### src/cbo_pkg.sv
// cbo_pkg: shared types, widths and the arctangent table for the bearing core
// used by every module of the core; depends on nothing

package cbo_pkg;

	localparam int FRAC_BITS  = 16;
	localparam int VEC_W      = 35;
	localparam int ANG_W      = 32;
	localparam int TABLE_LEN  = 24;
	localparam int ATAN_W     = 30;
	localparam int BEAR_W     = 16;
	localparam int QANG_W     = 14;

	localparam logic [BEAR_W-1:0] BEAR_QUARTER = 16'd9000;
	localparam logic [BEAR_W-1:0] BEAR_HALF    = 16'd18000;
	localparam logic [BEAR_W-1:0] BEAR_THREEQ  = 16'd27000;
	localparam logic [BEAR_W-1:0] BEAR_FULL    = 16'd36000;
	localparam logic [BEAR_W-1:0] BEAR_ZERO    = 16'd0;

	// quarter turn in 2^-16 centidegree units
	localparam logic signed [ANG_W-1:0] QUARTER_UNITS = 32'sd589824000;
	localparam logic signed [ANG_W-1:0] ROUND_HALF    = 32'sd32768;

	typedef logic signed [VEC_W-1:0] vec_t;
	typedef logic signed [ANG_W-1:0] ang_t;

	typedef enum logic [3:0] {
		REG_ORIGIN = 4'd0,
		REG_Q1     = 4'd1,
		REG_Q2     = 4'd2,
		REG_Q3     = 4'd3,
		REG_Q4     = 4'd4,
		REG_POS_X  = 4'd5,
		REG_POS_Y  = 4'd6,
		REG_NEG_X  = 4'd7,
		REG_NEG_Y  = 4'd8
	} region_t;

	// sideband that travels down the pipe with each request
	typedef struct packed {
		logic              valid;
		region_t           region;
		logic              use_angle;
		logic [BEAR_W-1:0] base;
	} tag_t;

	// atan(2^-i) in 2^-16 centidegree units, rounded to nearest
	localparam logic [ATAN_W-1:0] ATAN_TABLE [TABLE_LEN] = '{
		30'd294912000, 30'd174096719, 30'd91987925, 30'd46694507,
		30'd23437865,  30'd11730358,  30'd5866610,  30'd2933484,
		30'd1466764,   30'd733385,    30'd366693,   30'd183346,
		30'd91673,     30'd45837,     30'd22918,    30'd11459,
		30'd5730,      30'd2865,      30'd1432,     30'd716,
		30'd358,       30'd179,       30'd90,       30'd45
	};

endpackage

### src/cbo_post.sv
// cbo_post: saturates and rounds the angle, adds the quadrant offset, wraps
// depends on cbo_pkg

module cbo_post import cbo_pkg::*; (
	input  logic              clk,
	input  logic              arst_n,
	input  ang_t              z,
	input  tag_t              tag,
	output logic [BEAR_W-1:0] bearing_s2,
	output region_t           region_s2,
	output logic              valid_s2
);

	ang_t              z_sat;
	ang_t              z_rnd;
	logic [QANG_W-1:0] angle_s1;
	tag_t              tag_s1;
	logic [BEAR_W-1:0] sum;

	always_comb begin
		priority if (z[ANG_W-1]) begin
			z_sat = '0;
		end else if (z > QUARTER_UNITS) begin
			z_sat = QUARTER_UNITS;
		end else begin
			z_sat = z;
		end
	end

	assign z_rnd = (z_sat + ROUND_HALF) >>> FRAC_BITS;

	always_ff @(posedge clk or negedge arst_n) begin
		if (!arst_n) begin
			tag_s1   <= '0;
			valid_s2 <= 1'b0;
		end else begin
			tag_s1   <= tag;
			valid_s2 <= tag_s1.valid;
		end
	end

	always_ff @(posedge clk) begin
		angle_s1 <= z_rnd[QANG_W-1:0];
	end

	assign sum = tag_s1.base
		+ (tag_s1.use_angle ? {{(BEAR_W-QANG_W){1'b0}}, angle_s1} : BEAR_ZERO);

	always_ff @(posedge clk) begin
		bearing_s2 <= (sum >= BEAR_FULL) ? sum - BEAR_FULL : sum;
		region_s2  <= tag_s1.region;
	end

endmodule

### config.mk
export PLATFORM = sky130hd
export DESIGN_NAME = cbo_post
export DESIGN_NICKNAME = d
export VERILOG_FILES = /design/src/cbo_pkg.sv /design/src/cbo_post.sv
export SDC_FILE = /design/constraint.sdc
export NUM_CORES = 1
export LEC_CHECK = 0
export ABC_AREA = 1
export BUFFER_PORTS_ARGS = -buffer_cell sky130_fd_sc_hd__buf_2
export CAP_MARGIN = 10
export CORE_ASPECT_RATIO = 0.75
export CORE_MARGIN = 2
export CORE_UTILIZATION = 50
export DETAILED_ROUTE_END_ITERATION = 16
export PLACE_DENSITY_LB_ADDON = 0.12
export SYNTH_ARGS = -nofsm -noshare
export SYNTH_HDL_FRONTEND = slang
export SYNTH_SLANG_ARGS = --single-unit
### constraint.sdc
create_clock -name clk -period 2.5 [get_ports clk]
set_input_delay 0.125 -clock clk [delete_from_list [all_inputs] [get_ports clk]]
set_output_delay 0.125 -clock clk [all_outputs]
set_load 0.01 [all_outputs]
# ---- Word-level counts from Yosys, hierarchy flattened
# Index checks and enable logic that the tools add are counted.
dict set report op_classes {
  mux 4
  reduce_logical 0
  magnitude_cmp 2
  mul 0
  n_shift 0
  n_div 0
  bitwise_logic 0
  n_eq_ne 0
  addsub 3
}
# cell count
set ops {}
lappend ops {{two-way mux 30 bit} 2}
lappend ops {{greater-than comparator 32 x 31 -> 1 bit (second input constant)} 1}
lappend ops {{adder 30 x 17 -> 30 bit (second input constant)} 1}
lappend ops {{adder 16 x 14 -> 16 bit} 1}
lappend ops {{>= comparator 16 bit (second input constant)} 1}
lappend ops {{two-way mux 16 bit} 1}
lappend ops {{subtractor 16 bit (second input constant)} 1}
lappend ops {{two-way mux 14 bit} 1}
dict set report totals {
  ramBits 0
  n_memories 0
  in_bits 56
  rom_bits 0
  word_cells 17
  output_inout_bits 21
  latchBits 0
  ff_bits 57
}

# ---- Longest topological paths before layout
# Gate-level depths: netlist of the first run.
dict set report logic_depth {
  word_depth 4
  ltp_mapped 20
  mapped_depth_nobuf 20
}

# ---- Worst setup path before layout of the first run
# No wires, ideal clock.
dict set report synth_path {
  path_type {register to register}
  start {register tag_s1[16] (netlist name)}
  end {register bearing_s2[11]}
  n_path_buf 1
  arrival_ns 2.303
  slack_ns 0.085
  stages_incl_launch_ff 19
  setup_time_ns 0.112
  synth_period_minus_slack_ns 2.415
  t_required_ns 2.388
  cell_sequence {dfrtp_1 > clkbuf_1 > nand2_1 > inv_1 > fa_1 > nand2_1 > nand2_1 > nand3_1 > nand2_1 > nand2_1 > nand2_1 > ha_1 > inv_1 > nand3_1 > nand3_1 > nand2_1 > xor2_1 > nand2_1 > nand2_1}
}
dict set report synth_between {
  elab_chain_cells 4
  word_cells_on_any_way 5
  cone_classes {2 x add/sub; 1 x order compare; 2 x mux}
}
# element line_no
set synth_lines {}
lappend synth_lines {{start, declared} cbo_post.sv:17} ;# tag_t tag_s1;
lappend synth_lines {{start signal, assigned} cbo_post.sv:37} ;# tag_s1 <= tag;
lappend synth_lines {{two-way mux 14 bit (*)} cbo_post.sv:47} ;# + (tag_s1.use_angle ? {{(BEAR_W-QANG_W){1'b0}}, angle_s1} : BEAR_ZERO);
lappend synth_lines {{adder 16 x 14 -> 16 bit (*)} cbo_post.sv:47}
lappend synth_lines {{subtractor 16 bit or >= comparator 16 bit (tied branches)} cbo_post.sv:50} ;# bearing_s2 <= (sum >= BEAR_FULL) ? sum - BEAR_FULL : sum;
lappend synth_lines {{two-way mux 16 bit (*)} cbo_post.sv:50}
lappend synth_lines {{end signal, assigned} cbo_post.sv:50}
lappend synth_lines {{end, declared} cbo_post.sv:9} ;# output logic [BEAR_W-1:0] bearing_s2,
# Mark *: on every way between the ends. The rest lies on a longest branch, timed or not.

# ---- Worst setup path after layout of the first run
dict set report layout_path {
  start {register tag_s1[16] (netlist name)}
  end {register bearing_s2[6]}
}
# The elaborated chain is that of the path after synthesis.

==> impl_metrics.yaml, run 1 <==
outcome:
  status: "completed"
die:
  rows: 27
  ioPinCount: 77
  core_area_um2: 7230
  die_h_um: 78.2
  dieArea_um2: 8060
  die_w_um: 103
  initial_core_util: 0.508
critical_path:
  cp.arrival_ps: 2770
  reg2reg_slack_ps: 10
  ff2ff_path_depth: 19
  path_max_fanout: 8
  end_kind: "register"
  cp_cell_sequence: "clkbuf_16 > nand2_2 > inv_2 > ha_1 > nand2_2 > nor2_4 > nand2_2 > nand3_2 > buf_4 > nand2_1 > nand2_1 > nand2_1 > nand2_2 > nand2_2 > nor2_4 > nand2_8 > nand2_8 > nand2_1 > nand2_1"
  r2r-start: "tag_s1[16]"
  cp_slowest_cell: "dfrtp_2"
  slowest_delay_ps: 460
  timing.rr.end: "bearing_s2[6]"
  cp-start-kind: "register"
  worstPathRequired_ps: 2780
  path_class: "register to register"
power_and_ir_drop:
  leakage_nw: 2.92
  pwr_density_cell_nw_per_um2: 530
  vdd_ir_drop_max_mv: 0.400
  fin_total_pwr_w: 0.00280
routing:
  drc: 0
  viasPerCell: 4.81
  wl_per_cell_um: 12.3
  drtIter0Drc: 247
  vias: 3898
  wl_um: 9980
  first_pass_iters: 5
  ant_nets: 0
min_path:
  hold_path_class: "primary input to register"
  min_from: "z[29]"
  holdPathStages: 3
  min_to: "angle_s1[13]"
global_route:
  grt_antenna_before_repair: 0
  grt_pass1_wl_um: 15400
  first_global_vias: 3464
  overflow: 0
  grt_max_degree: 24
  grt_use_total: 0.243
synth:
  avgSynthCellArea_um2: 6.58
  synth_seq_cells: 57
  netlist_top_cells_area: "nand2_1 (20%), dfxtp_1 (19%), dfrtp_1 (16%)"
  ys_seq_area_frac: 0.342
  synth_top_area_share: 0.195
  synth_top_area_cell: "nand2_1"
  synthDistinctLibCells: 33
  synthesis.nets: 631
  ys_warn_count: 0
  synthCells: 558
  synth_area_um2: 3670
cts:
  cts_buffers: 9
  clk_pin_slew_ps: 70
  clockRootBuffer: "clkbuf_8"
  cts_buffer_depth: 2
  cts_tree: "yes"
  cts_sinks: 57
  htree_levels: 3
  clock_latency_ps: 340
cells_and_area:
  syn2layout_area_growth_pct: 43.9
  ff_latch_area_um2: 1260
  n_antenna_cell: 0
  final_util: 0.731
  multi_input_area_um2: 2340
  fin_cells: 810
  num-fill-cells: 586
  drive_above_1_share: 0.319
  final_nets: 777
place:
  io_buffers: 76
  numPlacedInstances: 755
  dpl.hpwl_um: 7070
  gp_congestion: 0.870
timing:
  fin_crit_ps: 2490
  slew_headroom: 0.641
  setup_viol: 0
  fmax_mhz: 402
  hold_violations: 0
  rsz0062_at_grt: "yes"
  period_share: 0.996
  finalMaxSlewViolations: 0
  finClkSkew_ps: 11.0
  tightest_slew_ps: 538
job:
  maxCapViolations: 0
-- routing by layer --
metal,vias up,track usage,part of all wire
li1,2028,-,-
met1,1738,0.342,0.48
met2,120,0.384,0.45
met3,12,0.0516,0.057
met4,0,0.0526,0.010
met5,-,0,0
-- per-stage QoR --
stage | worst slack (ps) | hold WS, ps | TNS, ps | area, um^2
after floorplan | 84.9 | -171 | 0 | 3670
after global placement | -68.8 | 130 | -118 | 4340
after detailed placement | -101 | 137 | -204 | 4340
after CTS | 8.73 | 103 | 0 | 4890
after global routing | -147 | 122 | -1360 | 5290
final | 10.5 | 119 | 0 | 5290
-- worst max-delay path by stage --
stage / from / to / slack (ps) / cells after the start
3_3_place_gp: tag_s1[16] / bearing_s2[13] / -70 / 20
5_1_grt: tag_s1[16] / bearing_s2[15] / -150 / 19
2_1_floorplan: tag_s1[16] / bearing_s2[11] / 80 / 18
4_1_cts: tag_s1[16] / bearing_s2[11] / 9 / 18
3_5_place_dp: tag_s1[16] / bearing_s2[13] / -100 / 20
6_report: tag_s1[16] / bearing_s2[6] / 10 / 19
-- critical path: cells and delay by family, from the launching register on --
family	cells	cell delay [ps]
simple gates	15	1290
flops	1	460
fa+ha+maj	1	340
buf+inv	3	330
-- cells by family after synthesis --
group,synth area share
adders and majority gates,0.0599
AOI/OAI and AO/OA,0.0238
buffers and inverters,0.109
xor gates and xnor gates,0.0286
and+or+nand+nor,0.436
DFF,0.342
-- where the power goes --
group	internal [W]	switching, W	total [W]
clock network	0.000672	0.000410	0.00108
logic	0.000314	0.000389	0.000703
registers	0.000989	0.0000258	0.00101
total	0.00197	0.000825	0.00280
-- layout make-up --
type                       instances  share of cell area
multi-input combinational        401               0.443
sequential                        57               0.238
timing repair buffer             140               0.181
inverter                          95              0.0677
tap                              101              0.0239
clock inverter                     7              0.0237
clock buffer                       9              0.0234
-- repair_timing --
item / in CTS / in global routing
gates cloned: 0 / 2
pin swaps: 1 / 32
endpoints found under the setup margin: 11 / 11
setup buffers: 2 / 12
hold buffers: 23 / 0
hold endpoints to repair: 45 / 0
gates resized for setup: 12 / 63
-- registers in the layout (all words and copies together) (netlist names) --
register / flops
tag_s1: 22
angle_s1: 14
bearing_s2: 16
region_s2: 4
valid_s2: 1
-- synth_stat cells (all sizes together) --
library cell and instances:
nand2 203, and2 3, xor2 10, inv 94
nand4 21, ha 16, xnor2 2, buf 5
a21oi 10, clkbuf 1, a21boi 1, fa 1
dfrtp 23, dfxtp 34, o21ai 3, nand3 50
nand3b 4, o21bai 1, nor2 71, nor3 3
or2 1, clkinv 1
-- layout by cell type (no fill, tap or decap), drive strengths merged --
master       Yosys  routed
xor2            10      10
buf              5     116
nand3           50      50
o21ai            3       3
or2              1       1
dfrtp           23      23
nand3b           4       4
nand2          203     204
dlygate4sd3      0      23
nor2            71      71
fa               1       1
nand4           21      21
and2             3       3
nor3             3       3
ha              16      16
o21bai           1       1
clkbuf           1      10
clkinv           1       3
inv             94      96
bufinv           0       3
a21oi           10      10
xnor2            2       2
a21boi           1       1
dfxtp           34      34
Note: power is estimated with default switching activity, not from simulation.
==> run 2, diff against run 1 <==
--- a/config.mk
+++ b/config.mk
@@ -10,9 +10,11 @@
 export CAP_MARGIN = 10
 export CORE_ASPECT_RATIO = 0.75
 export CORE_MARGIN = 2
-export CORE_UTILIZATION = 50
+export CORE_UTILIZATION = 55
 export DETAILED_ROUTE_END_ITERATION = 16
+export GPL_ROUTABILITY_DRIVEN = 1
 export PLACE_DENSITY_LB_ADDON = 0.12
+export SLEW_MARGIN = 20
 export SYNTH_ARGS = -nofsm -noshare
 export SYNTH_HDL_FRONTEND = slang
 export SYNTH_SLANG_ARGS = --single-unit
==> constraint.sdc (replaced) <==
create_clock -name clk -period 2.6 [get_ports clk]
set_input_delay 0.13 -clock clk [delete_from_list [all_inputs] [get_ports clk]]
set_output_delay 0.13 -clock clk [all_outputs]
set_load 0.01 [all_outputs]
==> run 2 against run 1 <==
Compared with the run above:
- routed wire length is 7.2% lower
- power down 15%
- design area is 8.8% lower
- setup slack better by 160 ps
- largest power group is now registers
- via count fell by 2.7%
- critical endpoint is now bearing_s2[11]
- final cell count is 6.2% lower
- die area is 8.7% lower
==> impl_metrics.yaml, run 2 (synthesis gave the netlist of run 1 again) <==
critical_path:
  cp_cell_sequence: "nand2_1 > inv_1 > ha_2 > fa_2 > nand2_1 > nand2_1 > nand3_1 > nand2_1 > nand2_1 > nand2_1 > ha_1 > inv_2 > nand3_2 > nand3_2 > nand2_1 > xor2_1 > nand2_1 > nand2_1"
  path_max_fanout: 4
  end_kind: "register"
  crit_top_cell: "nand2_1"
  path_class: "register to register"
  slowest_delay_ps: 410
  cp.arrival_ps: 2680
  crit_family: "simple AND/OR/NAND/NOR gates"
  cp_slowest_cell: "dfrtp_1"
  worstPathRequired_ps: 2850
  cp-start-kind: "register"
  critPathBufInv: 2
routing:
  viasPerCell: 4.99
  first_pass_iters: 5
  vias: 3794
  drc: 0
  wl_per_cell_um: 12.2
  drtIter0Drc: 346
  ant_nets: 0
  wl_um: 9250
power_and_ir_drop:
  swShare: 0.314
  clkPwrFrac: 0.350
  power_frac_comb: 0.243
  pwr_density_cell_nw_per_um2: 496
  p_int_w: 0.00164
  vdd_ir_drop_max_mv: 0.356
  power_frac_seq: 0.407
  p_sw_w: 0.000752
  leakage_nw: 2.67
timing:
  fmax_mhz: 411
  tightest_slew_ps: 534
  holdWs_ps: 115
  finClkSkew_ps: 9.56
  finalMaxSlewViolations: 0
  fin_crit_ps: 2430
  slew_headroom: 0.644
  setup_viol: 0
  hold_violations: 0
  fin_ws_ps: 169
  period_share: 0.935
global_route:
  overflow: 0
  grt_antenna_before_repair: 0
  first_global_vias: 3408
  grt_use_total: 0.263
  grt_max_degree: 24
  grt_pass1_wl_um: 15200
place:
  gp_congestion: 0.884
  numPlacedInstances: 718
  io_buffers: 76
  pre_cts_slack_ps: 22.3
  dpl.hpwl_um: 6840
cts:
  cts_tree: "yes"
  cts_buffers: 9
  cts_sinks: 57
  clockRootBuffer: "clkbuf_8"
  clk_pin_slew_ps: 70
  clock_latency_ps: 340
  cts_buffer_depth: 2
  htree_levels: 3
die:
  core_area_um2: 6380
  dieArea_um2: 7360
  die_h_um: 74.8
  die_w_um: 98.4
  rows: 25
  initial_core_util: 0.576
  ioPinCount: 77
outcome:
  status: "completed"
cells_and_area:
  layout_common_cells: "nand2_1 (183), inv_1 (92), buf_2 (76)"
  final_util: 0.755
  num-fill-cells: 522
  final_nets: 747
  n_antenna_cell: 0
  layout_commonest_cell: "nand2_1"
  reg_top3: "tag_s1: 22 flops, bearing_s2: 16 flops, angle_s1: 14 flops"
  regMostFlops: "tag_s1"
  syn2layout_area_growth_pct: 31.2
  largest_reg_flops: 22
  drive_above_1_share: 0.246
  fin_cells: 760
job:
  maxCapViolations: 0
min_path:
  hold_path_class: "primary input to register"
[run 2: changes by cell type in the layout (fill, tap and decap cells not counted), moves of 4 or more]
cell / previous run / this run
nand2_2: 26 / 16
clkinvlp_4: 0 / 4
nand2_1: 168 / 183
inv_2: 6 / 2
nand3_1: 34 / 41
inv_1: 88 / 92
buf_4: 37 / 11
nand3_2: 16 / 9
nand2_4: 8 / 3
[run 2: metal layers]
metal	track usage	wire [um]	vias to the layer above
met5	0	0	-
met4	0.0776	93	0
met3	0.0557	541	10
met2	0.427	4120	113
met1	0.360	4500	1719
li1	-	-	1952
[run 2: cell type report]
type | instances | area, um^2 | area share
Clock buffer | 9 | 124 | 0.0257
Clock inverter | 7 | 77.6 | 0.0161
Inverter | 95 | 358 | 0.0742
Multi-Input combinational cell | 400 | 2190 | 0.454
Sequential cell | 57 | 1260 | 0.261
Tap cell | 81 | 101 | 0.0210
Timing Repair Buffer | 111 | 713 | 0.148
[run 2: tightest hold or removal path: stages]
cell and delay (ps):
buf_2 120, o21ai_0 100, nand2_1 70
[run 2: path summary, 6_finish.rpt]
path	startpoint	endpoint	slack (ps)	depth (start not counted)
min in group asynchronous	arst_n	tag_s1[20]	290	2
min reg2reg	tag_s1[17]	region_s2[0]	340	0
max in group asynchronous	arst_n	tag_s1[9]	1950	2
max reg2reg	tag_s1[16]	bearing_s2[11]	170	18
max	tag_s1[16]	bearing_s2[11]	170	18
min	z[29]	angle_s1[13]	120	3
[run 2: timing repair]
item                       4_1_cts  5_1_grt
setup endpoints to repair        0       11
setup buffers                    0        3
hold endpoints to repair        45        0
hold buffers                    23        0
gates resized for setup          0       38
[run 2: power by group through the flow]
stage | Sequential [W] | Combinational, W | Clock [W]
global route | 0.000980 | 0.000647 | 0.000907
detailed placement | 0.000989 | 0.000504 | 0
CTS | 0.000971 | 0.000534 | 0.000856
finish | 0.000974 | 0.000581 | 0.000837
global placement | 0.000988 | 0.000493 | 0
floorplan | 0.00101 | 0.000310 | 0
[run 2: through the flow]
stage	instance area [um^2]	power (W)	TNS [ps]
floorplan	3670	0.00132	0
global placement	4190	0.00148	0
detailed placement	4190	0.00149	0
CTS	4620	0.00236	0
global route	4820	0.00253	-38.1
finish	4820	0.00239	0
