`config.mk`:
```
export PLATFORM = sky130hd
export DESIGN_NAME = cbo_cordic_stage
export DESIGN_NICKNAME = d
export VERILOG_FILES = /design/src/cbo_pkg.sv /design/src/cbo_cordic_stage.sv
export SDC_FILE = /design/constraint.sdc
export NUM_CORES = 1
export LEC_CHECK = 0
export ABC_AREA = 1
export BUFFER_PORTS_ARGS = -buffer_cell sky130_fd_sc_hd__buf_4
export CORE_ASPECT_RATIO = 0.9
export CORE_MARGIN = 4
export CORE_UTILIZATION = 60
export CTS_BUF_LIST = sky130_fd_sc_hd__clkbuf_4 sky130_fd_sc_hd__clkbuf_8 sky130_fd_sc_hd__clkbuf_16
export DETAILED_ROUTE_END_ITERATION = 8
export MAX_ROUTING_LAYER = met4
export PLACE_DENSITY = 0.87
export SLEW_MARGIN = 20
export SYNTH_ARGS = -nofsm -noshare
export SYNTH_HDL_FRONTEND = slang
export SYNTH_SLANG_ARGS = --single-unit
```
`constraint.sdc`:
```
create_clock -name clk -period 1.04 [get_ports clk]
set_input_delay 0.052 -clock clk [delete_from_list [all_inputs] [get_ports clk]]
set_output_delay 0.052 -clock clk [all_outputs]
set_load 0.05 [all_outputs]
```
`src/cbo_pkg.sv`:
```
// cbo_pkg: shared types, widths and the arctangent table for the bearing core
// used by every module of the core; depends on nothing

package cbo_pkg;

	localparam int FRAC_BITS  = 16;
	localparam int VEC_W      = 35;
	localparam int ANG_W      = 32;
	localparam int TABLE_LEN  = 24;
	localparam int ATAN_W     = 30;
	localparam int BEAR_W     = 16;
	localparam int QANG_W     = 14;

	localparam logic [BEAR_W-1:0] BEAR_QUARTER = 16'd9000;
	localparam logic [BEAR_W-1:0] BEAR_HALF    = 16'd18000;
	localparam logic [BEAR_W-1:0] BEAR_THREEQ  = 16'd27000;
	localparam logic [BEAR_W-1:0] BEAR_FULL    = 16'd36000;
	localparam logic [BEAR_W-1:0] BEAR_ZERO    = 16'd0;

	// quarter turn in 2^-16 centidegree units
	localparam logic signed [ANG_W-1:0] QUARTER_UNITS = 32'sd589824000;
	localparam logic signed [ANG_W-1:0] ROUND_HALF    = 32'sd32768;

	typedef logic signed [VEC_W-1:0] vec_t;
	typedef logic signed [ANG_W-1:0] ang_t;

	typedef enum logic [3:0] {
		REG_ORIGIN = 4'd0,
		REG_Q1     = 4'd1,
		REG_Q2     = 4'd2,
		REG_Q3     = 4'd3,
		REG_Q4     = 4'd4,
		REG_POS_X  = 4'd5,
		REG_POS_Y  = 4'd6,
		REG_NEG_X  = 4'd7,
		REG_NEG_Y  = 4'd8
	} region_t;

	// sideband that travels down the pipe with each request
	typedef struct packed {
		logic              valid;
		region_t           region;
		logic              use_angle;
		logic [BEAR_W-1:0] base;
	} tag_t;

	// atan(2^-i) in 2^-16 centidegree units, rounded to nearest
	localparam logic [ATAN_W-1:0] ATAN_TABLE [TABLE_LEN] = '{
		30'd294912000, 30'd174096719, 30'd91987925, 30'd46694507,
		30'd23437865,  30'd11730358,  30'd5866610,  30'd2933484,
		30'd1466764,   30'd733385,    30'd366693,   30'd183346,
		30'd91673,     30'd45837,     30'd22918,    30'd11459,
		30'd5730,      30'd2865,      30'd1432,     30'd716,
		30'd358,       30'd179,       30'd90,       30'd45
	};

endpackage

```
`src/cbo_cordic_stage.sv`:
```
// cbo_cordic_stage: one registered vectoring rotation step
// depends on cbo_pkg

module cbo_cordic_stage import cbo_pkg::*; #(
	parameter int STEP = 0
) (
	input  logic clk,
	input  logic arst_n,
	input  vec_t vx,
	input  vec_t vy,
	input  ang_t z,
	input  tag_t tag,
	output vec_t vx_s1,
	output vec_t vy_s1,
	output ang_t z_s1,
	output tag_t tag_s1
);

	localparam ang_t STEP_ANGLE = ang_t'({{(ANG_W-ATAN_W){1'b0}}, ATAN_TABLE[STEP]});

	vec_t dx, dy;

	// arithmetic shift is floor division, negative values included
	assign dx = vy >>> STEP;
	assign dy = vx >>> STEP;

	always_ff @(posedge clk or negedge arst_n) begin
		if (!arst_n) begin
			tag_s1 <= '0;
		end else begin
			tag_s1 <= tag;
		end
	end

	always_ff @(posedge clk) begin
		if (!vy[VEC_W-1]) begin
			vx_s1 <= vx + dx;
			vy_s1 <= vy - dy;
			z_s1  <= z + STEP_ANGLE;
		end else begin
			vx_s1 <= vx - dx;
			vy_s1 <= vy + dy;
			z_s1  <= z - STEP_ANGLE;
		end
	end

endmodule

```
==> results of run 1 <==
-- kinds of logic after synthesis --
logic type | after synthesis
compound gates | 244
simple gates | 908
xor+xnor | 42
mux | 1
buf+inv | 335
fa+ha+maj | 118
flops | 123
-- stage by stage --
stage | TNS, ps | util | std cells | hold slack (ps) | setup WS (ps)
floorplan | -22860 | - | 1771 | -244 | -657
detailed placement | -53560 | 0.891 | 2472 | -47.8 | -914
global placement | -46230 | 0.891 | 2472 | -54.7 | -785
==> results.txt, run 1 <==
The run stopped with a tool error. Progress stopped at 4_1_cts. The tool reported: "[ERROR DPL-0038] Utilization greater than 100%, impossible to legalize". The sink count of the clock tree came out at 123. The clock passes through at most 2 buffers. The number of storage elements in the synthesis netlist came out at 123.

The quantity of gates resized following cts came out at 434. The count of buffers from port buffering came out at 249. The post-detailed-placement cell area is 16300 sq um. At the end of routability-driven placement, the weighted congestion stood at 1.09. Counting distinct cell types in the post-synthesis netlist gives 50. The number of hold buffers added after CTS came out at 44. The xor and xnor fraction of the mapped netlist area came out at 0.0330. The gate count of the mapped netlist came out at 1771. The floorplan has 47 rows.

The top flip-flop cell by instance count after synthesis is sky130_fd_sc_hd__dfxtp_1. In this run the post-CTS setup repair buffer count came out at 84. The initial core utilization is 0.607. Ranked by total cell area, the synthesized netlist is headed by sky130_fd_sc_hd__dfxtp_1 (18%), sky130_fd_sc_hd__nand2_1 (18%), sky130_fd_sc_hd__ha_1 (13%). Each instance of the synthesized netlist takes up on average 6.29 sq um. The simple-gate share of the synthesized area is 0.350. The Yosys step of the flow raised 0 warnings. The die height is 137 microns. The post-synthesis share of cell area spent on full adders, half adders and majority gates is 0.135. Synthesis produced a netlist with a net count of 2015. The number of buffers inserted during clock tree synthesis is 17. The HPWL after detailed placement is 40200 microns.

By instance count, the leading cell after synthesis is sky130_fd_sc_hd__nand2_1. The width of the die is 152 microns. The proportion of register bits with asynchronous set or reset after synthesis came out at 0.179. The share of the Yosys chip area taken by registers is 0.231. The commonest cells after synthesis are sky130_fd_sc_hd__nand2_1 (526), sky130_fd_sc_hd__inv_1 (263), sky130_fd_sc_hd__nand3_1 (158), sky130_fd_sc_hd__nor2_1 (131), sky130_fd_sc_hd__a21oi_1 (116).

The complex-gate fraction of the synthesized area came out at 0.121. The number of enable flip-flop cells after synthesis came out at 0. After synthesis, the largest family of logic cells by area is simple AND/OR/NAND/NOR gates.

The share of synthesized area in the top cell type comes to 0.181. During I/O placement, the number of pins put on the boundary was 250. After synthesis the cells add up to 11100 sq um. Measured against the total synthesized area, the mux share comes to 0.000898. The number of levels the H-tree was split into is 4. Of all cell types, the one taking the most synthesized area is sky130_fd_sc_hd__dfxtp_1. The root buffer cell is sky130_fd_sc_hd__clkbuf_16.
==> run 2, diff against run 1 <==
==> config.mk (replaced) <==
export PLATFORM = sky130hd
export DESIGN_NAME = cbo_cordic_stage
export DESIGN_NICKNAME = d
export VERILOG_FILES = /design/src/cbo_pkg.sv /design/src/cbo_cordic_stage.sv
export SDC_FILE = /design/constraint.sdc
export NUM_CORES = 1
export LEC_CHECK = 0
export ABC_AREA = 1
export BUFFER_PORTS_ARGS = -buffer_cell sky130_fd_sc_hd__buf_4
export CORE_MARGIN = 4
export CORE_UTILIZATION = 40
export DETAILED_ROUTE_END_ITERATION = 8
export PLACE_DENSITY_LB_ADDON = 0.15
export SLEW_MARGIN = 20
export SYNTH_ARGS = -nofsm -noshare
export SYNTH_HDL_FRONTEND = slang
export SYNTH_SLANG_ARGS = --single-unit
==> run 2 against run 1 <==
  * The flow now finishes, with violations (negative setup slack)
  * Synthesized cell count stayed put
  * Area after synthesis unchanged
==> results.txt, run 2 <==
The flow ran to the end, but the final reports show violations. The final reports fail on negative setup slack. The top cell type's share of synthesized area came out at 0.181. The total wirelength of the detailed-routed design came out at 52900 microns. The routed via count divided by cell count is 5.17.

Traced cell by cell, the critical path runs through buf_8 -> inv_4 -> ha_4 -> nand2_4 -> buf_12 -> nor2_4 -> buf_4 -> nand2_4 -> o21ai_4 -> xor2_1 -> o21ai_1. The number of buffers between clock root and the deepest sink came out at 2. The global router's overall resource usage is 0.313. During synthesis, Yosys emitted a total of 0 warnings. The final cycle utilization of the critical path came out at 1.37.

The number of hold violations in the final report is 0. The worst max-slew margin expressed relative to the limit came out at 0.661. For this run, design rule violations remaining after detail routing come to 0. The total nets after synthesis came out at 2015. sky130_fd_sc_hd__nand2_1 is the most common cell in the netlist. The setup total negative slack came out at -16260 ps.

The I/O pin count came out at 250. The number of standard-cell rows in the floorplan is 60. For the pin with the worst max-slew slack, the measured transition is 509 ps. The register clock-pin slew on the reported worst setup and hold paths came out at 70 ps. Entering global routing, the biggest net connects 65 pins. The number of storage elements in the synthesis netlist is 123. The commonest cells after synthesis are sky130_fd_sc_hd__nand2_1 (526), sky130_fd_sc_hd__inv_1 (263), sky130_fd_sc_hd__nand3_1 (158), sky130_fd_sc_hd__nor2_1 (131), sky130_fd_sc_hd__a21oi_1 (116).

The data required time of the worst path came out at 1330 ps. The via count of the first global-routing pass is 14000. The gate count of the mapped netlist is 1771. The cell sitting at the root of the clock tree is a sky130_fd_sc_hd__clkbuf_16. The count of buffers from port buffering came out at 249. The area growth from synthesis to layout came out at 86.6%. The static leakage is 0.0104 uW.

In the final routed layout, each cell accounts on average for 19.0 microns. The weighted congestion reported at the end of routability-driven placement is 1.02. The number of enable flip-flop cells after synthesis came out at 0.

The worst setup path is launched from an input pin. Setup repair after global routing could not meet its margin everywhere. After synthesis, the share of flip-flops with an asynchronous set or reset is 0.179.

In the final layout, the registers with the most flip-flops are vx_s1: 35 flops, vy_s1: 34 flops, z_s1: 32 flops. For this block, the initial DRC count from the detailed router was 1153. The top flip-flop cell by instance count after synthesis is sky130_fd_sc_hd__dfxtp_1. The global-route wire length before repair came out at 75600 microns. The number of max-slew violations in the final report came out at 0.

The maximum clock frequency came out at 703 MHz. Data arrives at the worst endpoint at 1710 ps. The per-instance average area after synthesis came out at 6.29 sq um. The flip-flop count of the largest register after layout came out at 35. The power density over cell area came out at 1270 nW/um^2. The cell area after synthesis is 11100 sq um. For this run the aggregate overflow at the end of global routing stands at 0. The fraction of final layout cells with drive strength greater than 1 came out at 0.528. The top cell types in the final layout, fill and taps aside, are sky130_fd_sc_hd__buf_4 (466), sky130_fd_sc_hd__nand2_1 (358), sky130_fd_sc_hd__inv_1 (190), sky130_fd_sc_hd__nand2_2 (125), sky130_fd_sc_hd__nand3_1 (120). The category of the worst setup path capture point is a flip-flop.

At the end of the flow the core is filled with cells to 0.765. The initial core utilization came out at 0.410. The floorplan die area came out at 30600 sq um.

After synthesis, the netlist uses 50 different library cells. The cell type of the slowest stage on the worst timing path is sky130_fd_sc_hd__ha_4. The HPWL after detailed placement is 38500 microns. The number of iterations in the first detailed-routing pass came out at 6.

The cell occurring most often along the worst timing path is sky130_fd_sc_hd__nand2_4. The number of buffers inserted during clock tree synthesis is 17. Yosys attributes the largest share of cell area to sky130_fd_sc_hd__dfxtp_1 (18%), sky130_fd_sc_hd__nand2_1 (18%), sky130_fd_sc_hd__ha_1 (13%). The worst voltage drop across the vdd grid is 1.15 mV. The die height is 175 microns. Registers take 2580 sq um.

The worst stage delay on the critical path is 360 ps. Across the run, the number of max-cap violations was 0. The initial antenna violation count is 0. The via count came out at 14400. The residual antenna-violating net count after detailed routing came out at 0. The width of the die came out at 175 microns. After the last flow step, the layout net total stands at 2640. The synthesized design spends more area on one cell type than any other, namely sky130_fd_sc_hd__dfxtp_1. The final-layout fill cell count is 1953. The sink count of the clock tree came out at 123. After layout, the minimum clock period comes to 1420 ps. Leaving out fill and tap cells, the most frequent cell in the layout is sky130_fd_sc_hd__buf_4.

TritonCTS built the clock tree. The multi-input logic area is 10100 sq um. The class of the worst hold path is in2async. The final setup violation count came out at 73. The path type of the worst setup path is in2reg. The minimum setup slack in the final design is -383 ps. 0 antenna diodes ended up in the layout. vx_s1 holds more flip-flops than any other register. The number of levels the H-tree was split into came out at 4.

The sequential-to-total area share from yosys stat is 0.231. The largest fanout on the critical path is 8. The region available for standard cell placement spans 27200 sq um.
-- run 2: cell counts after synthesis --
No cell type changed its count.
-- run 2: kinds of logic (layout without fill, tap and decap cells) --
family | count (synthesis) | in the layout | synth area share
flip-flops | 123 | 123 | 0.231
buffers and inverters | 335 | 973 | 0.129
adder cells (fa/ha/maj) | 118 | 118 | 0.135
multiplexers | 1 | 1 | 0.000898
AND/OR/NAND/NOR | 908 | 908 | 0.350
XOR/XNOR | 42 | 42 | 0.0330
AO/OA/AOI/OAI | 244 | 244 | 0.121
-- run 2: timing repair --
action                     CTS  global route
setup endpoints to repair   82            98
resized for setup          328           272
hold buffers                45             0
hold endpoints to repair    66             0
setup buffers               38            39
pin swaps                  125           156
-- run 2: power breakdown --
part | switching [uW] | total, uW | internal (uW)
sequential | 281 | 5710 | 5430
combinational | 8670 | 14400 | 5720
clock | 2960 | 6350 | 3390
-- run 2: through the flow --
| stage | power, uW | setup WS [ps] | hold WS [ps] | cells | instance area [sq um] |
|---|---|---|---|---|---|
| 6_report | 26500 | -383 | 61.9 | 2781 | 20800 |
| 5_1_grt | 27500 | -423 | 78.5 | 2781 | 20800 |
| 4_1_cts | 25100 | -285 | 40.0 | 2745 | 19400 |
| 3_5_place_dp | 17600 | -866 | -44.5 | 2631 | 16800 |
| 3_3_place_gp | 17500 | -859 | -41.5 | 2631 | 16800 |
| 2_1_floorplan | 13100 | -657 | -244 | 1771 | 12700 |
-- run 2: worst max-delay path: cells and delay by family --
family | cells | cell delay [ps]
adders and majority gates | 1 | 360
and+or+nand+nor | 3 | 310
xor gates and xnor gates | 1 | 230
buffers and inverters | 4 | 410
AOI/OAI and AO/OA | 2 | 340
-- run 2: final cells by class --
class	instances	area share
repair buffers	654	0.278
clock buffers	17	0.0205
clock inverters	15	0.00752
inverters	287	0.0617
multi-input cells	1313	0.486
well taps	372	0.0224
flip-flops and latches	123	0.124
-- run 2: worst paths after layout --
check	cells after the start	start	slack (ps)	endpoint
max in group asynchronous	2	arst_n	730	tag_s1[12]$_DFF_PN0_
worst max-delay path	11	vx[7]	-380	vx_s1[14]$_DFF_P_
worst min-delay path	2	arst_n	60	tag_s1[16]$_DFF_PN0_
min in group clk	4	z[22]	70	z_s1[22]$_DFF_P_
-- run 2: layer usage --
metal  up-vias  wire length (microns)  GRT usage
li1       6815                      -          -
met4         0                   1830      0.115
met1      6754                  21400      0.397
met5         -                      0          0
met3       128                   4130     0.0560
met2       675                  25500      0.534
(Power assumes the default switching activity.)
==> run 3, diff against run 2 <==
--- a/config.mk
+++ b/config.mk
@@ -10,6 +10,7 @@
 export CORE_MARGIN = 4
 export CORE_UTILIZATION = 40
 export DETAILED_ROUTE_END_ITERATION = 8
+export GPL_ROUTABILITY_DRIVEN = 1
 export PLACE_DENSITY_LB_ADDON = 0.15
 export SLEW_MARGIN = 20
 export SYNTH_ARGS = -nofsm -noshare
==> constraint.sdc (replaced) <==
create_clock -name clk -period 1.04 [get_ports clk]
set_input_delay 0.156 -clock clk [delete_from_list [all_inputs] [get_ports clk]]
set_output_delay 0.156 -clock clk [all_outputs]
set_load 0.05 [all_outputs]
==> run 3 against run 2 <==
  * The run ends with design-rule violations, negative setup slack left
  * Die area is the same
  * Largest cell class unchanged
  * Global-route usage is 4.3 points higher
  * Total power up 13%
  * Setup slack worse by 400 ps
  * Critical path depth is the same
  * Sequential share of layout area fell by 0.66 points
  * Utilization increased by 8.3 points
  * Combinational power increased by 19%
  * Highest routed layer unchanged
  * Via count increased by 15%
  * Cell area up 11%
  * Final cell count rose by 1.8%
  * Fmax fell by 22%
==> results.txt, run 3 (synthesis gave the netlist of run 2 again) <==
The flow ran to the end, but the final reports show violations. The final reports fail on design-rule violations, negative setup slack. Of the cells placed in the final design, the portion with a size suffix greater than 1 is 0.621. The count of cells in the finished layout, fillers not included, comes to 2832.

The weighted congestion reported at the end of routability-driven placement came out at 0.962. The worst hold path passes through 3 cells. The final-layout fill cell count came out at 1395.

The worst stage delay on the critical path is 330 ps. The number of standard-cell rows in the floorplan is 60. The number of DRC markers after the initial detailed-route iteration came out at 2194.

The data required time of the worst path is 1350 ps. In the post-route analysis, the smallest setup slack over all paths is -783 ps. At the pin with the least slew margin, the transition time is 613 ps. Counting along the longest clock path gives a buffer depth of 2. After clock tree synthesis, the clock-pin slew on the worst setup and hold paths is 80 ps. The number of diodes came out at 0. The multi-input logic area came out at 10900 sq um. The setup total negative slack came out at -39460 ps. Of the total power, combinational logic draws 0.574. The global router's overall resource usage came out at 0.356. The cell total after placement came out at 2649. The most numerous cell type found on the critical path is sky130_fd_sc_hd__a21oi_4. The number of buffers inserted during clock tree synthesis is 17. The static leakage is 0.0112 uW. The number of iterations in the first detailed-routing pass is 9.

The total overflow left after global routing is 0. In this run the power spent charging and discharging nets is 13700 uW. Setup repair after global routing could not meet its margin everywhere. The total wirelength of the detailed-routed design is 68400 microns. The number of hold violations in the final report is 0. The initial antenna violation count is 1. At the end of the flow, the number of nets in the layout was 2691.

TritonCTS built the clock tree. The post-detailed-placement cell area is 16900 sq um. Dividing total power by cell area gives a power density of 1290 nW/um^2. The number of max-cap violations is 0. The sequential cell area in the final layout came out at 2710 sq um.

The root buffer cell chosen for the clock tree is sky130_fd_sc_hd__clkbuf_16. The total internal power is 16100 uW. The path class of the tightest hold or removal check is in2reg. Counting flops per register, the top entry is vx_s1. The flip-flop count of the largest register after layout is 35. The clock group share of total power is 0.220. The arrival time of the worst setup path came out at 2130 ps. From bottom edge to top edge, the die measures 175 microns. The largest fanout on the critical path is 3. In this run the number of H-tree levels came out at 4.

STA classifies the critical path endpoint as a flip-flop. The via count of the first global-routing pass came out at 15400. In the final routed layout, each cell accounts on average for 24.1 microns.

The maximum number of pins on one net before global-route repair came out at 75. The initial core utilization is 0.410. Detailed placement ended at an HPWL of 39600 microns.

The width of the die came out at 175 microns. The switching power as a share of total power is 0.459. The worst max-slew margin expressed relative to the limit is 0.590.

The core occupancy in the finished layout came out at 0.848. Across the VDD grid, the largest voltage drop is 1.32 mV. Pin placement for this block handled 250 I/O pins. The critical path goes through buf_8 -> buf_4 -> ha_1 -> nand2_1 -> nand2_2 -> a21oi_4 -> inv_2 -> a21oi_4 -> o21ai_4 -> xor2_1 -> o21ai_2.

The routed via count divided by cell count came out at 5.82. The final cycle utilization of the critical path came out at 1.75. Setup violations remaining at the end of the flow were counted as 201. The worst path buffer plus inverter count came out at 3. Based on the critical path, the design can be clocked at up to 548 MHz. The shortest clock period the worst path allows after layout is 1820 ps.

The floorplan die area is 30600 sq um. The residual antenna-violating net count after detailed routing is 0. In the layout the commonest cells are sky130_fd_sc_hd__buf_4 (375), sky130_fd_sc_hd__nand2_1 (312), sky130_fd_sc_hd__inv_1 (183), sky130_fd_sc_hd__nand2_2 (155), sky130_fd_sc_hd__buf_6 (145).

The global-route wire length before repair is 85600 microns. The largest registers in the layout are vx_s1: 35 flops, vy_s1: 34 flops, z_s1: 32 flops. The hold path startpoint is z[31].

The core region area is 27200 sq um. The area growth from synthesis to layout came out at 107%. The sequential share of power came out at 0.206. The cell type of the slowest stage on the worst timing path is sky130_fd_sc_hd__xor2_1. The via count came out at 16500.

In the routed design, unresolved DRC markers number 2. The most common library cell in the layout ignoring fill and taps is sky130_fd_sc_hd__buf_4. The number of max-slew violations in the final report is 0. The sink count of the clock tree came out at 123. After routing the design area is 23100 sq um.

The worst setup path is launched from an input pin. Buffers placed on the I/O ports in this run total 249. Hold is met by 132 ps. Among cell families on the critical path, the largest total delay comes from compound AO/OA/AOI/OAI gates.

The path with the worst hold slack has its endpoint at z_s1[31]$_DFF_P_. The path type of the worst setup path is in2reg.
[run 3: changes by cell type in the layout (fill, tap and decap cells not counted), moves of 8 or more]
cell	change
sky130_fd_sc_hd__a21oi_1	-13
sky130_fd_sc_hd__a21oi_4	+19
sky130_fd_sc_hd__buf_4	-91
sky130_fd_sc_hd__buf_6	+33
sky130_fd_sc_hd__buf_8	+104
sky130_fd_sc_hd__dfxtp_1	-93
sky130_fd_sc_hd__dfxtp_2	+88
sky130_fd_sc_hd__nand2_1	-46
sky130_fd_sc_hd__nand2_2	+30
sky130_fd_sc_hd__nand2_4	+15
sky130_fd_sc_hd__nand3_1	-10
sky130_fd_sc_hd__nor2_1	-11
sky130_fd_sc_hd__nor2_4	+8
sky130_fd_sc_hd__o21ai_4	+9
[run 3: power by group through the flow]
stage	sequential (uW)	clock (uW)	combinational, uW
2_1_floorplan	8150	0	4950
3_3_place_gp	5760	0	11900
3_5_place_dp	5760	0	12000
4_1_cts	6030	6300	14600
5_1_grt	6170	6640	17600
6_report	6130	6580	17100
[run 3: layer usage]
layer	wire length, microns	global-route usage	part of all wire	vias to the layer above
li1	-	-	-	6908
met1	24800	0.445	0.36	7616
met2	30100	0.614	0.44	1415
met3	7550	0.0634	0.11	530
met4	5920	0.135	0.087	0
met5	0	0	0	-
[run 3: worst max-delay path by stage]
stage                       from           endpoint  slack (ps)  cells after the start
after floorplan           vy[34]   z_s1[29]$_DFF_P_        -760                     13
after global placement     vy[0]  vy_s1[32]$_DFF_P_        -970                     14
after detailed placement   vy[0]  vy_s1[24]$_DFF_P_       -1000                     14
after CTS                  vy[7]  vy_s1[18]$_DFF_P_        -400                     12
after global routing       vx[6]  vx_s1[14]$_DFF_P_        -780                     11
final                      vx[6]  vx_s1[14]$_DFF_P_        -780                     11
[run 3: cell type report]
cell class	instances	area share
clock inverters	15	0.00662
clock buffers	17	0.0185
inverters	287	0.0557
repair buffers	705	0.310
well taps	372	0.0202
flip-flops and latches	123	0.118
multi-input cells	1313	0.471
[run 3: worst min-delay path, stage by stage]
cell and delay, ps:
sky130_fd_sc_hd__buf_4 90, sky130_fd_sc_hd__xor2_1 100, sky130_fd_sc_hd__xor2_2 190
[run 3: what timing repair did]
action,CTS,global route
setup endpoints to repair,196,201
hold endpoints to repair,64,0
pin swaps,202,156
gates cloned,0,0
hold buffers,43,0
gates resized for setup,776,334
setup buffers,62,64
[run 3: per-stage QoR]
stage          power, uW  setup WS, ps
2_1_floorplan      13100          -761
3_3_place_gp       17600          -967
3_5_place_dp       17800         -1000
4_1_cts            26900          -400
5_1_grt            30400          -780
6_report           29800          -783
